<file path="src/ttb_pkg.sv">
`timescale 1ns / 1ps
// ----------------------------------------------------------------------------
// ttb_pkg
// Types and constants shared by the timeout timer bank modules.
// ----------------------------------------------------------------------------
package ttb_pkg;

    localparam logic [1:0] OP_TICK   = 2'd0;
    localparam logic [1:0] OP_ARM    = 2'd1;
    localparam logic [1:0] OP_CANCEL = 2'd2;

    // most expiries reported on one tick
    localparam logic [4:0] MAX_FIRE = 5'd16;

    typedef struct packed {
        logic [1:0]  op;
        logic [3:0]  slot;
        logic [31:0] delay_ms;
        logic [15:0] action_tag;
        logic [15:0] context_tag;
    } in_item_t;

    typedef struct packed {
        logic [3:0]  fired_slot;
        logic [15:0] fired_action;
        logic [15:0] fired_context;
        logic        last;
    } out_item_t;

    typedef struct packed {
        logic [63:0] deadline;
        logic [15:0] action_tag;
        logic [15:0] ctx_tag;
    } slot_entry_t;

endpackage

</file>
<file path="src/ttb_add64.sv">
`timescale 1ns / 1ps
// ----------------------------------------------------------------------------
// ttb_add64
// Shared 64-bit adder: deadline sum, time increment and deadline compare.
// ----------------------------------------------------------------------------
module ttb_add64 (
    input  logic [63:0] op_a,
    input  logic [63:0] op_b,
    input  logic        sub,
    output logic [63:0] sum,
    output logic        carry
);

    logic [64:0] full;

    // subtract as a + ~b + 1; carry out set means a >= b
    assign full  = {1'b0, op_a} + {1'b0, op_b ^ {64{sub}}} + 65'(sub);
    assign sum   = full[63:0];
    assign carry = full[64];

endmodule

</file>
<file path="src/ttb_slot_ram.sv">
`timescale 1ns / 1ps
// ----------------------------------------------------------------------------
// ttb_slot_ram
// Slot storage: deadline and tags, one write port, one registered read port.
// ----------------------------------------------------------------------------
module ttb_slot_ram #(
    parameter int DEPTH = 16,
    parameter int IDX_W = 4
) (
    input  logic                aclk,
    input  logic                wr_en,
    input  logic [IDX_W-1:0]    wr_addr,
    input  ttb_pkg::slot_entry_t wr_data,
    input  logic [IDX_W-1:0]    rd_addr,
    output ttb_pkg::slot_entry_t rd_data
);
    import ttb_pkg::*;

    slot_entry_t mem [DEPTH];
    slot_entry_t rd_data_reg;

    always_ff @(posedge aclk) begin
        if (wr_en) begin
            mem[wr_addr] <= wr_data;
        end
        rd_data_reg <= mem[rd_addr];
    end

    assign rd_data = rd_data_reg;

endmodule

</file>
<file path="src/timeout_timer_bank.sv">
`timescale 1ns / 1ps
// ----------------------------------------------------------------------------
// timeout_timer_bank
// Bank of one-shot millisecond timers with an iterative expiry scan.
// ----------------------------------------------------------------------------
// Arm, cancel and unused op items are taken straight from the idle state.
// A tick item goes through S_TICK to advance the time, then S_SCAN, one
// slot at a time through the shared 64-bit adder used as the deadline
// compare, then S_FLUSH to release the last result; a stalled result output
// holds the scan or the flush. Reset clears time, armed flags and control;
// slot memory is not cleared and its contents are used only for armed slots.
module timeout_timer_bank #(
    parameter int NUM_SLOTS = 16
) (
    input  logic               aclk,
    input  logic               aresetn,
    input  logic               s_valid,
    output logic               s_ready,
    input  ttb_pkg::in_item_t  s_item,
    output logic               m_valid,
    input  logic               m_ready,
    output ttb_pkg::out_item_t m_item
);
    import ttb_pkg::*;

    localparam int IDX_W = (NUM_SLOTS > 1) ? $clog2(NUM_SLOTS) : 1;

    typedef enum logic [3:0] {
        S_IDLE  = 4'b0001,
        S_TICK  = 4'b0010,
        S_SCAN  = 4'b0100,
        S_FLUSH = 4'b1000
    } state_t;

    state_t                 state_reg, state_next;
    logic [63:0]            now_reg, now_next;
    logic [NUM_SLOTS-1:0]   armed_reg, armed_next;
    logic [IDX_W-1:0]       idx_reg, idx_next;
    logic [4:0]             fire_cnt_reg, fire_cnt_next;
    logic                   pend_valid_reg, pend_valid_next;
    out_item_t              pend_reg, pend_next;
    logic                   out_valid_reg, out_valid_next;
    out_item_t              out_item_reg;

    logic [63:0]            alu_a, alu_b, alu_sum;
    logic                   alu_sub, alu_carry;
    logic                   ram_we;
    logic [IDX_W-1:0]       rd_addr;
    slot_entry_t            ram_wdata, ram_rdata;
    logic [6:0]             slot_wide, idx_wide;
    logic                   in_range;
    logic [IDX_W-1:0]       wr_idx;
    logic                   at_last, hit, stall, out_free, push;
    out_item_t              push_item;

    assign slot_wide = 7'(s_item.slot);
    assign in_range  = slot_wide < 7'(NUM_SLOTS);
    assign wr_idx    = slot_wide[IDX_W-1:0];
    assign idx_wide  = 7'(idx_reg);
    assign at_last   = idx_reg == IDX_W'(NUM_SLOTS - 1);
    assign out_free  = !out_valid_reg || m_ready;

    assign ram_wdata = '{deadline: alu_sum, action_tag: s_item.action_tag,
                         ctx_tag: s_item.context_tag};

    ttb_add64 u_add (
        .op_a  (alu_a),
        .op_b  (alu_b),
        .sub   (alu_sub),
        .sum   (alu_sum),
        .carry (alu_carry)
    );

    ttb_slot_ram #(
        .DEPTH (NUM_SLOTS),
        .IDX_W (IDX_W)
    ) u_ram (
        .aclk    (aclk),
        .wr_en   (ram_we),
        .wr_addr (wr_idx),
        .wr_data (ram_wdata),
        .rd_addr (rd_addr),
        .rd_data (ram_rdata)
    );

    // adder operand select per state
    always_comb begin
        alu_a   = now_reg;
        alu_b   = 64'd1;
        alu_sub = 1'b0;
        case (state_reg)
            S_IDLE: begin
                alu_b = {32'd0, s_item.delay_ms};
            end
            S_SCAN: begin
                alu_b   = ram_rdata.deadline;
                alu_sub = 1'b1;
            end
            default: begin
                alu_b = 64'd1;
            end
        endcase
    end

    assign hit   = (state_reg == S_SCAN) && armed_reg[idx_reg] && alu_carry
                   && (fire_cnt_reg != MAX_FIRE);
    assign stall = hit && pend_valid_reg && !out_free;

    always_comb begin
        state_next      = state_reg;
        now_next        = now_reg;
        armed_next      = armed_reg;
        idx_next        = idx_reg;
        fire_cnt_next   = fire_cnt_reg;
        pend_valid_next = pend_valid_reg;
        pend_next       = pend_reg;
        ram_we          = 1'b0;
        rd_addr         = '0;
        push            = 1'b0;
        push_item       = pend_reg;
        s_ready         = 1'b0;

        case (state_reg)
            S_IDLE: begin
                s_ready = 1'b1;
                if (s_valid) begin
                    case (s_item.op)
                        OP_TICK: begin
                            state_next    = S_TICK;
                            idx_next      = '0;
                            fire_cnt_next = '0;
                        end
                        OP_ARM: begin
                            if (in_range) begin
                                ram_we             = 1'b1;
                                armed_next[wr_idx] = 1'b1;
                            end
                        end
                        OP_CANCEL: begin
                            if (in_range) begin
                                armed_next[wr_idx] = 1'b0;
                            end
                        end
                        default: begin
                        end
                    endcase
                end
            end
            S_TICK: begin
                now_next   = alu_sum;
                rd_addr    = '0;
                state_next = S_SCAN;
            end
            S_SCAN: begin
                // prefetch the next slot unless at the last slot or held on a full output
                rd_addr = (stall || at_last) ? idx_reg : idx_reg + 1'b1;
                if (hit && !stall) begin
                    if (pend_valid_reg) begin
                        push           = 1'b1;
                        push_item      = pend_reg;
                        push_item.last = 1'b0;
                    end
                    pend_valid_next     = 1'b1;
                    pend_next           = '{fired_slot: idx_wide[3:0],
                                            fired_action: ram_rdata.action_tag,
                                            fired_context: ram_rdata.ctx_tag,
                                            last: 1'b0};
                    fire_cnt_next       = fire_cnt_reg + 5'd1;
                    armed_next[idx_reg] = 1'b0;
                end
                if (!stall) begin
                    if (at_last) begin
                        state_next = S_FLUSH;
                    end else begin
                        idx_next = idx_reg + 1'b1;
                    end
                end
            end
            S_FLUSH: begin
                if (!pend_valid_reg) begin
                    state_next = S_IDLE;
                end else if (out_free) begin
                    push            = 1'b1;
                    push_item       = pend_reg;
                    push_item.last  = 1'b1;
                    pend_valid_next = 1'b0;
                    state_next      = S_IDLE;
                end
            end
            default: begin
                state_next = S_IDLE;
            end
        endcase
    end

    always_comb begin
        out_valid_next = out_valid_reg;
        if (push) begin
            out_valid_next = 1'b1;
        end else if (m_ready) begin
            out_valid_next = 1'b0;
        end
    end

    always_ff @(posedge aclk) begin
        if (!aresetn) begin
            state_reg      <= S_IDLE;
            now_reg        <= '0;
            armed_reg      <= '0;
            idx_reg        <= '0;
            fire_cnt_reg   <= '0;
            pend_valid_reg <= 1'b0;
            out_valid_reg  <= 1'b0;
        end else begin
            state_reg      <= state_next;
            now_reg        <= now_next;
            armed_reg      <= armed_next;
            idx_reg        <= idx_next;
            fire_cnt_reg   <= fire_cnt_next;
            pend_valid_reg <= pend_valid_next;
            out_valid_reg  <= out_valid_next;
        end
    end

    always_ff @(posedge aclk) begin
        pend_reg <= pend_next;
        if (push) begin
            out_item_reg <= push_item;
        end
    end

    assign m_valid = out_valid_reg;
    assign m_item  = out_item_reg;

    a_fire_cap: assert property (@(posedge aclk) disable iff (!aresetn)
        fire_cnt_reg <= MAX_FIRE)
        else $error("expiry count above limit");

    a_tick_inc: assert property (@(posedge aclk) disable iff (!aresetn)
        state_reg == S_TICK |=> now_reg == $past(now_reg) + 64'd1)
        else $error("time did not advance by one on tick");

    a_hit_disarm: assert property (@(posedge aclk) disable iff (!aresetn)
        (hit && !stall) |=> !armed_reg[$past(idx_reg)])
        else $error("expired slot still armed");

    a_flush_done: assert property (@(posedge aclk) disable iff (!aresetn)
        (state_reg == S_FLUSH && pend_valid_reg && out_free)
        |=> (state_reg == S_IDLE && !pend_valid_reg && m_valid && m_item.last))
        else $error("final result of tick not released");

endmodule

</file>
<file path="config.mk">
export PLATFORM = sky130hd
export DESIGN_NAME = timeout_timer_bank
export DESIGN_NICKNAME = d
export VERILOG_FILES = /design/src/ttb_pkg.sv /design/src/ttb_add64.sv /design/src/ttb_slot_ram.sv /design/src/timeout_timer_bank.sv
export SDC_FILE = /design/constraint.sdc
export NUM_CORES = 2
export LEC_CHECK = 0
export BUFFER_PORTS_ARGS = -buffer_cell sky130_fd_sc_hd__buf_2
export CAP_MARGIN = 20
export CELL_PAD_IN_SITES_DETAIL_PLACEMENT = 1
export CELL_PAD_IN_SITES_GLOBAL_PLACEMENT = 2
export CORE_ASPECT_RATIO = 1.75
export CORE_MARGIN = 2
export CORE_UTILIZATION = 40
export CTS_CLUSTER_DIAMETER = 50
export CTS_CLUSTER_SIZE = 16
export DETAILED_ROUTE_END_ITERATION = 12
export GPL_TIMING_DRIVEN = 0
export PLACE_DENSITY_LB_ADDON = 0.1
export SETUP_SLACK_MARGIN = 0.05
export SYNTH_ARGS = -nofsm -noshare
export SYNTH_HDL_FRONTEND = slang
export SYNTH_HIERARCHICAL = 1
export SYNTH_SLANG_ARGS = --single-unit
export TNS_END_PERCENT = 50
</file>
<file path="constraint.sdc">
create_clock -name aclk -period 13.5 [get_ports aclk]
set_clock_uncertainty 0.05 [all_clocks]
set_input_delay 3.375 -clock aclk [delete_from_list [all_inputs] [get_ports aclk]]
set_output_delay 3.375 -clock aclk [all_outputs]
set_load 0.03 [all_outputs]
</file>
**After elaboration in Yosys (flattened, before gate mapping)**

Memories as Yosys holds them, arrays and structs flattened. A register that Yosys moved wholly into a read port is not among the register bits.
Cells that the tools add are included.

- Input port bits: 74
- Output and inout bits: 39
- Bits in read-only memories: 0
- Memories kept: 1
- Word-level logic and storage cells: 123
- Bits in latches: 0
- Memory bits (writable): 1536
- Register bits after elaboration: 168

Memories:

| memory | words | width | rd ports | clocked after Yosys merged registers in | wr ports | RTL line | RTL |
|---|---|---|---|---|---|---|---|
| u_ram.mem | 16 | 96 | 1 | 1 | 1 | ttb_slot_ram.sv:19 | `slot_entry_t mem [DEPTH];` |

- Multiply operators: 0
- Eq/ne operators: 18
- Reductions and logical operators: 24
- $lt $le $gt $ge: 5
- Divide/modulo/power cells: 0
- Bitwise logic cells: 6
- Shifts and indexed selects: 0
- Mux-type cells: 51
- Add/subtract/negate cells: 4

Operator list:

| kind | count |
|---|---|
| case mux 64 bit (2 select lines) | 1 |
| adder 64 x 64 -> 65 bit | 1 |
| adder 65 x 1 -> 65 bit | 1 |
| 2-to-1 mux 16 bit | 4 |
| case mux 16 bit (2 select lines) | 2 |
| XOR 64 bit | 1 |
| 2-to-1 mux 4 bit | 12 |
| AND 16 bit | 2 |
| inverter 16 bit | 2 |
| 2-to-1 mux 1 bit | 21 |
| OR 16 bit | 1 |
| case mux 4 bit (4 select lines) | 1 |
| < comparator 4 x 5 -> 1 bit, second input constant | 3 |
| 2-to-1 mux 5 bit | 3 |
| case mux 5 bit (2 select lines) | 1 |
| AND reduction 5 bit | 2 |
| != test 3 bit, second input constant | 3 |
| demux 1 bit (select 4 bit) | 2 |
| == test 4 bit, second input constant | 2 |
| greater-or-equal comparator 4 x 1 -> 1 bit, second input constant | 2 |
| logical AND 1 bit | 8 |
| != test 2 bit, second input constant | 4 |
| case mux 4 bit (2 select lines) | 1 |
| AND reduction 2 bit | 3 |
| other kinds (18) | 25 |

**Depth between registers and ports, before layout**

- Word-level depth: 14
- Mapped depth: 32
- Mapped depth without buffers: 23

**By module**

The synthesis kept the hierarchy.

By module, submodules not included:

| module | times used | area each (sq um) | cells an instance | seq. area each (sq um) |
|---|---|---|---|---|
| ttb_slot_ram | 1 | 59354.4 | 2460 | 48046.1 |
| timeout_timer_bank | 1 | 7059.3 | 715 | 4093.9 |
| ttb_add64 | 1 | 4406.7 | 630 | 0.0 |

**Least setup slack after synthesis**

OpenSTA, ideal clock, no wires.

- Path type: input-to-reg
- Start point: in s_item[69] in the netlist's numbering
- End point: mem u_ram/mem[0][0] in the netlist's numbering, enable pin
- Arrival: 10.652 ns
- Data required time: 12.780 ns
- Path slack: 2.128 ns
- Stages: 3
- Buffers on the path: 0
- Setup time: 0.670 ns
- Cell sequence: and4b_1 or3b_2 nor3_1

- Word-level cells in the longest chain between the ends: 6

Ends and longest elaborated chain:

| what | RTL line | RTL |
|---|---|---|
| start, declared | timeout_timer_bank.sv:19 | `input ttb_pkg::in_item_t s_item,` |
| == test 2 x 1 -> 1 bit | timeout_timer_bank.sv:127 | `case (s_item.op)` |
| 2-to-1 mux 1 bit | timeout_timer_bank.sv:127 |  |
| 2-to-1 mux 1 bit | timeout_timer_bank.sv:126 | `if (s_valid) begin` |
| 2-to-1 mux 1 bit | timeout_timer_bank.sv:123 | `case (state_reg)` |
| 2-to-1 mux 1 bit | ttb_slot_ram.sv:23 | `if (wr_en) begin` |
| 2-to-1 mux 1 bit (not written as such) | ttb_slot_ram.sv:24 | `mem[wr_addr] <= wr_data;` |
| end, declared | ttb_slot_ram.sv:19 |  |

No other way between the ends.

**Worst setup path in the final report**

- Start point: reg state_reg[1]
- End point: reg, netlist name u_ram/rd_data[58]

- Word-level cells in the longest chain between the ends: 12
- Elaborated cells on any way between the ends: 15
- Those cells by class: add/sub: 2; eq/ne: 2; mux: 4; bitwise: 1; reduce/logical: 6

Ends and longest elaborated chain:

| what | RTL line | RTL |
|---|---|---|
| start, declared | timeout_timer_bank.sv:35 | `state_t state_reg, state_next;` |
| start signal, assigned | timeout_timer_bank.sv:215 | `state_reg <= state_next;` |
| == test 4 x 3 -> 1 bit (*) | timeout_timer_bank.sv:91 | `case (state_reg)` |
| 2-to-1 mux 1 bit (*) | timeout_timer_bank.sv:91 |  |
| net alu_sub | timeout_timer_bank.sv:46 | `logic alu_sub, alu_carry;` |
| XOR 64 bit | ttb_add64.sv:17 | `assign full = {1'b0, op_a} + {1'b0, op_b ^ {64{sub}}} + 65'(sub);` |
| adder 64 x 64 -> 65 bit | ttb_add64.sv:17 |  |
| adder 65 x 1 -> 65 bit (*) | ttb_add64.sv:17 |  |
| net alu_carry | timeout_timer_bank.sv:46 |  |
| logical AND 1 bit (*) | timeout_timer_bank.sv:105 | `assign hit = (state_reg == S_SCAN) && armed_reg[idx_reg] && alu_carry` |
| logical AND 1 bit (*) | timeout_timer_bank.sv:106 | `&& (fire_cnt_reg != MAX_FIRE);` |
| logical AND 1 bit (*) (2 in a row) | timeout_timer_bank.sv:107 | `assign stall = hit && pend_valid_reg && !out_free;` |
| logical OR 1 bit (*) | timeout_timer_bank.sv:156 | `rd_addr = (stall \|\| at_last) ? idx_reg : idx_reg + 1'b1;` |
| 2-to-1 mux 4 bit (*) | timeout_timer_bank.sv:156 |  |
| 2-to-1 mux 4 bit (*) | timeout_timer_bank.sv:123 |  |
| net rd_addr[3] | timeout_timer_bank.sv:48 | `logic [IDX_W-1:0] rd_addr;` |

Mark *: on every way through the listed nets, which the timed path passes. The rest lies on a longest branch.
A chain may end at the register's enable or synchronous reset.

==> metrics.md <==
| Metric | Value |
|---|---|
| Status | `complete, no violations` |
| Routing usage on met2 | `44.1%` |
| Layout cells sized above 1 | `23.0%` |
| Tmin final | `12.95 ns` |
| Row count | `204` |
| Avg Inst Size Synth | `18.6 µm²` |
| Area growth syn-to-layout | `15.5%` |
| GR Util All Layers | `23.8%` |
| Dpl cell area | `76800 µm²` |
| Initial antenna violation count | `15` |
| Setup slack, reg-to-reg | `0.55 ns` |
| Maximum clock path buffer count | `4` |
| WP data arrival | `13.63 ns` |
| Hold slack | `0.353 ns` |
| Residual DRC | `0` |
| Ys flop type | `edfxtp_1` |
| Die ar. | `181000 µm²` |
| Pre-CTS setup slack | `0.664 ns` |
| Vias in the first global route | `41128` |
| Crit path max-delay cell type | `clkbuf_1` |
| Die Width | `322 µm` |
| Fillcell total | `16477` |
| CP startpoint | `state_reg[1]$_SDFFE_PN0P_` |
| H-tree depth | `4` |
| Via count | `38206` |
| PD cells | `142 nW/µm²` |
| Pins Over Slew Limit | `0` |
| Clock latency on the worst-skew pair | `0.82 ns` |
| Total Wirelength | `213 mm` |
| Nets@finish | `4418` |
| Peak supply drop | `0.137 mV` |
| MaxCap Viol Count | `0` |
| Post-DR vias/cell | `5.74` |
| Die Height | `561 µm` |
| Worst-margin pin slew | `1.20 ns` |
| RR Endpoint | `u_ram/rd_data[58]$_DFF_P_` |
| Final GP Congestion | `0.821` |
| Hold-fix buffer count after cts | `0` |
| Grt met3 use | `2.50%` |
| Worst hold path class | `reg2reg` |
| Synthesized Nets | `3949` |
| Root buf cell | `clkbuf_16` |
| Worst EP required | `14.18 ns` |
| Sequential Area | `52100 µm²` |
| RSZ-0062 raised after global routing | `false` |
| Final setup viols | `0` |
| Rel. slew slack | `19.9%` |
| DP Wirelength | `146 mm` |
| Largest net degree at the start of global routing | `46` |
| Register area share after synthesis | `73.6%` |
| Leak pwr | `26.6 nW` |
| Final period util | `96.0%` |
| Met1 global-route usage | `29.3%` |
| Post-Synthesis Cells | `3805` |
| Core Area | `176000 µm²` |
| Final Hold Viols | `0` |
| DRT Pass-1 Iters | `5` |
| Worst-path clk slew | `0.07 ns` |
| EDFF count, synth | `1609` |
| Clock tree sinks | `1800` |
| Yosys warns | `6` |
| R2r worst-path depth | `33` |
| GRT overflow | `0` |
| DRT antenna net count | `0` |
| Slowest Stage Delay on Critical Path | `0.85 ns` |
| Unique masters post-synth | `81` |
| Number of synthesized register bits | `1800` |
| CTS tree | `yes` |
| Post-Syn Area | `70800 µm²` |
| Drt first-iter violations | `2949` |
| Fmax | `0.0772 GHz` |
| Number of port buffers | `112` |
| Routed len/inst | `32.0 µm` |
| Final WS setup | `0.547 ns` |
| Cts repair resizes | `0` |
| I/O pin cnt | `113` |
| Grt peak-use layer | `met2` |
| Finished Cell Area | `81800 µm²` |
| Crit path top cell by count | `clkbuf_1` |
| Crit path capture | `u_ram/rd_data[58]$_DFF_P_` |
| CP Capture Type | `register` |
| Initial Utilization | `40.2%` |
| Multi-input gate area | `17600 µm²` |
| Crit path launch type | `register` |
| CTS buffer count | `153` |
| CP Class | `reg2reg` |
| R2R Path Start | `state_reg[1]$_SDFFE_PN0P_` |
| Max FFs per register | `1536` |
| Async S/R FF share, synth | `0%` |
| First-pass GRT wire length | `304 mm` |
| Post-CTS setup buffer count | `0` |
| CP Max Fanout | `10` |
| Tot Pwr | `11.6 mW` |
-- Yosys cell counts, types with 7 or more instances --
cell type	instances	share of area (%)
o31ai_1	7	0.074
o21ai_0	57	0.40
ha_1	69	1.2
buf_6	23	0.37
buf_4	20	0.21
nand2_1	299	1.6
clkbuf_1	123	0.65
nor2b_1	12	0.11
nand4_1	26	0.23
mux4_2	384	12
a31oi_1	14	0.12
o21bai_1	16	0.17
or2_2	9	0.079
nor2_1	66	0.35
a22o_1	32	0.40
a21oi_1	179	1.3
nor3_1	21	0.15
xnor2_1	36	0.45
nand2b_1	8	0.071
a21o_1	40	0.42
dfxtp_1	191	5.4
xor2_1	88	1.1
or3_1	8	0.071
inv_1	28	0.15
buf_1	34	0.18
nand3_1	26	0.18
mux2i_1	7	0.099
edfxtp_1	1609	68
and3_1	13	0.11
o211ai_1	10	0.11
and2_1	39	0.34
buf_2	17	0.12
a22oi_1	195	2.1
-- critical path: cells and delay by family (launching register included) --
family,cells,cell delay (ns)
fa+ha+maj,1,0.45
xor+xnor,1,0.14
flops,1,0.35
simple gates,4,1.19
compound gates,14,4.76
buf+inv,13,5.81
-- stage by stage --
stage,setup TNS [ns],std cells,utilization [%]
final,0,6655,46.4
after floorplan,0,3805,-
after global routing,0,6652,46.4
after detailed placement,0,6346,43.6
after CTS,0,6612,46.3
after global placement,-5989.60,6183,42.1
-- report_power, final --
part           switching [mW]  internal (mW)  total, mW
logic                   0.693          0.299      0.992
clock network            2.04           2.26       4.30
registers              0.0163           6.33       6.34
total                    2.75           8.89       11.6
-- kinds of logic (layout without fill, tap and decap cells) --
logic type / count (synthesis) / in the layout / synth area share [%]
compound gates: 618 / 618 / 5.94
xor+xnor: 124 / 124 / 1.53
flops: 1800 / 1800 / 73.6
fa+ha+maj: 70 / 70 / 1.25
mux: 393 / 393 / 12.3
buf+inv: 246 / 826 / 1.69
simple gates: 554 / 554 / 3.63
other cells: 0 / 4 / 0
-- worst min-delay path by stage --
stage | from | slack, ns | to | cells past startpoint
final | u_ram/rd_data[16]$_DFF_P_ | 0.35 | pend_reg[17]$_DFFE_PP_ | 0
after global routing | u_ram/rd_data[16]$_DFF_P_ | 0.37 | pend_reg[17]$_DFFE_PP_ | 0
after CTS | u_ram/rd_data[8]$_DFF_P_ | 0.36 | pend_reg[9]$_DFFE_PP_ | 0
after detailed placement | u_ram/rd_data[21]$_DFF_P_ | 0.34 | pend_reg[22]$_DFFE_PP_ | 0
after global placement | u_ram/rd_data[19]$_DFF_P_ | 0.34 | pend_reg[20]$_DFFE_PP_ | 0
after floorplan | u_ram/rd_data[9]$_DFF_P_ | 0.34 | pend_reg[10]$_DFFE_PP_ | 0
-- layer usage --
layer / vias up / wire length (µm)
met5: - / 55
met4: 10 / 5110
met3: 320 / 6790
met2: 797 / 116000
met1: 20743 / 84900
li1: 16336 / -
-- area by class of cell --
type                    instances  area share (%)
multi-input cells            1759            21.6
diodes                          4          0.0122
flip-flops and latches       1800            63.8
well taps                    2266            3.47
repair buffers                314            4.04
inverters                      29           0.139
plain buffers                 217            1.33
clock inverters                33           0.421
clock buffers                 233            5.28
-- layout by cell type (no fill, tap or decap), types with 57 or more instances in the layout --
cell type,Yosys,final
a22oi_1,195,195
mux4_2,384,384
clkbuf_16,0,159
buf_12,0,57
o21ai_0,57,57
a21oi_1,179,179
nand2_1,299,299
buf_4,20,86
dfxtp_1,191,191
edfxtp_1,1609,1609
xor2_1,88,88
ha_1,69,69
clkbuf_1,123,189
buf_2,17,129
buf_6,23,76
(Power assumes the default switching activity.)
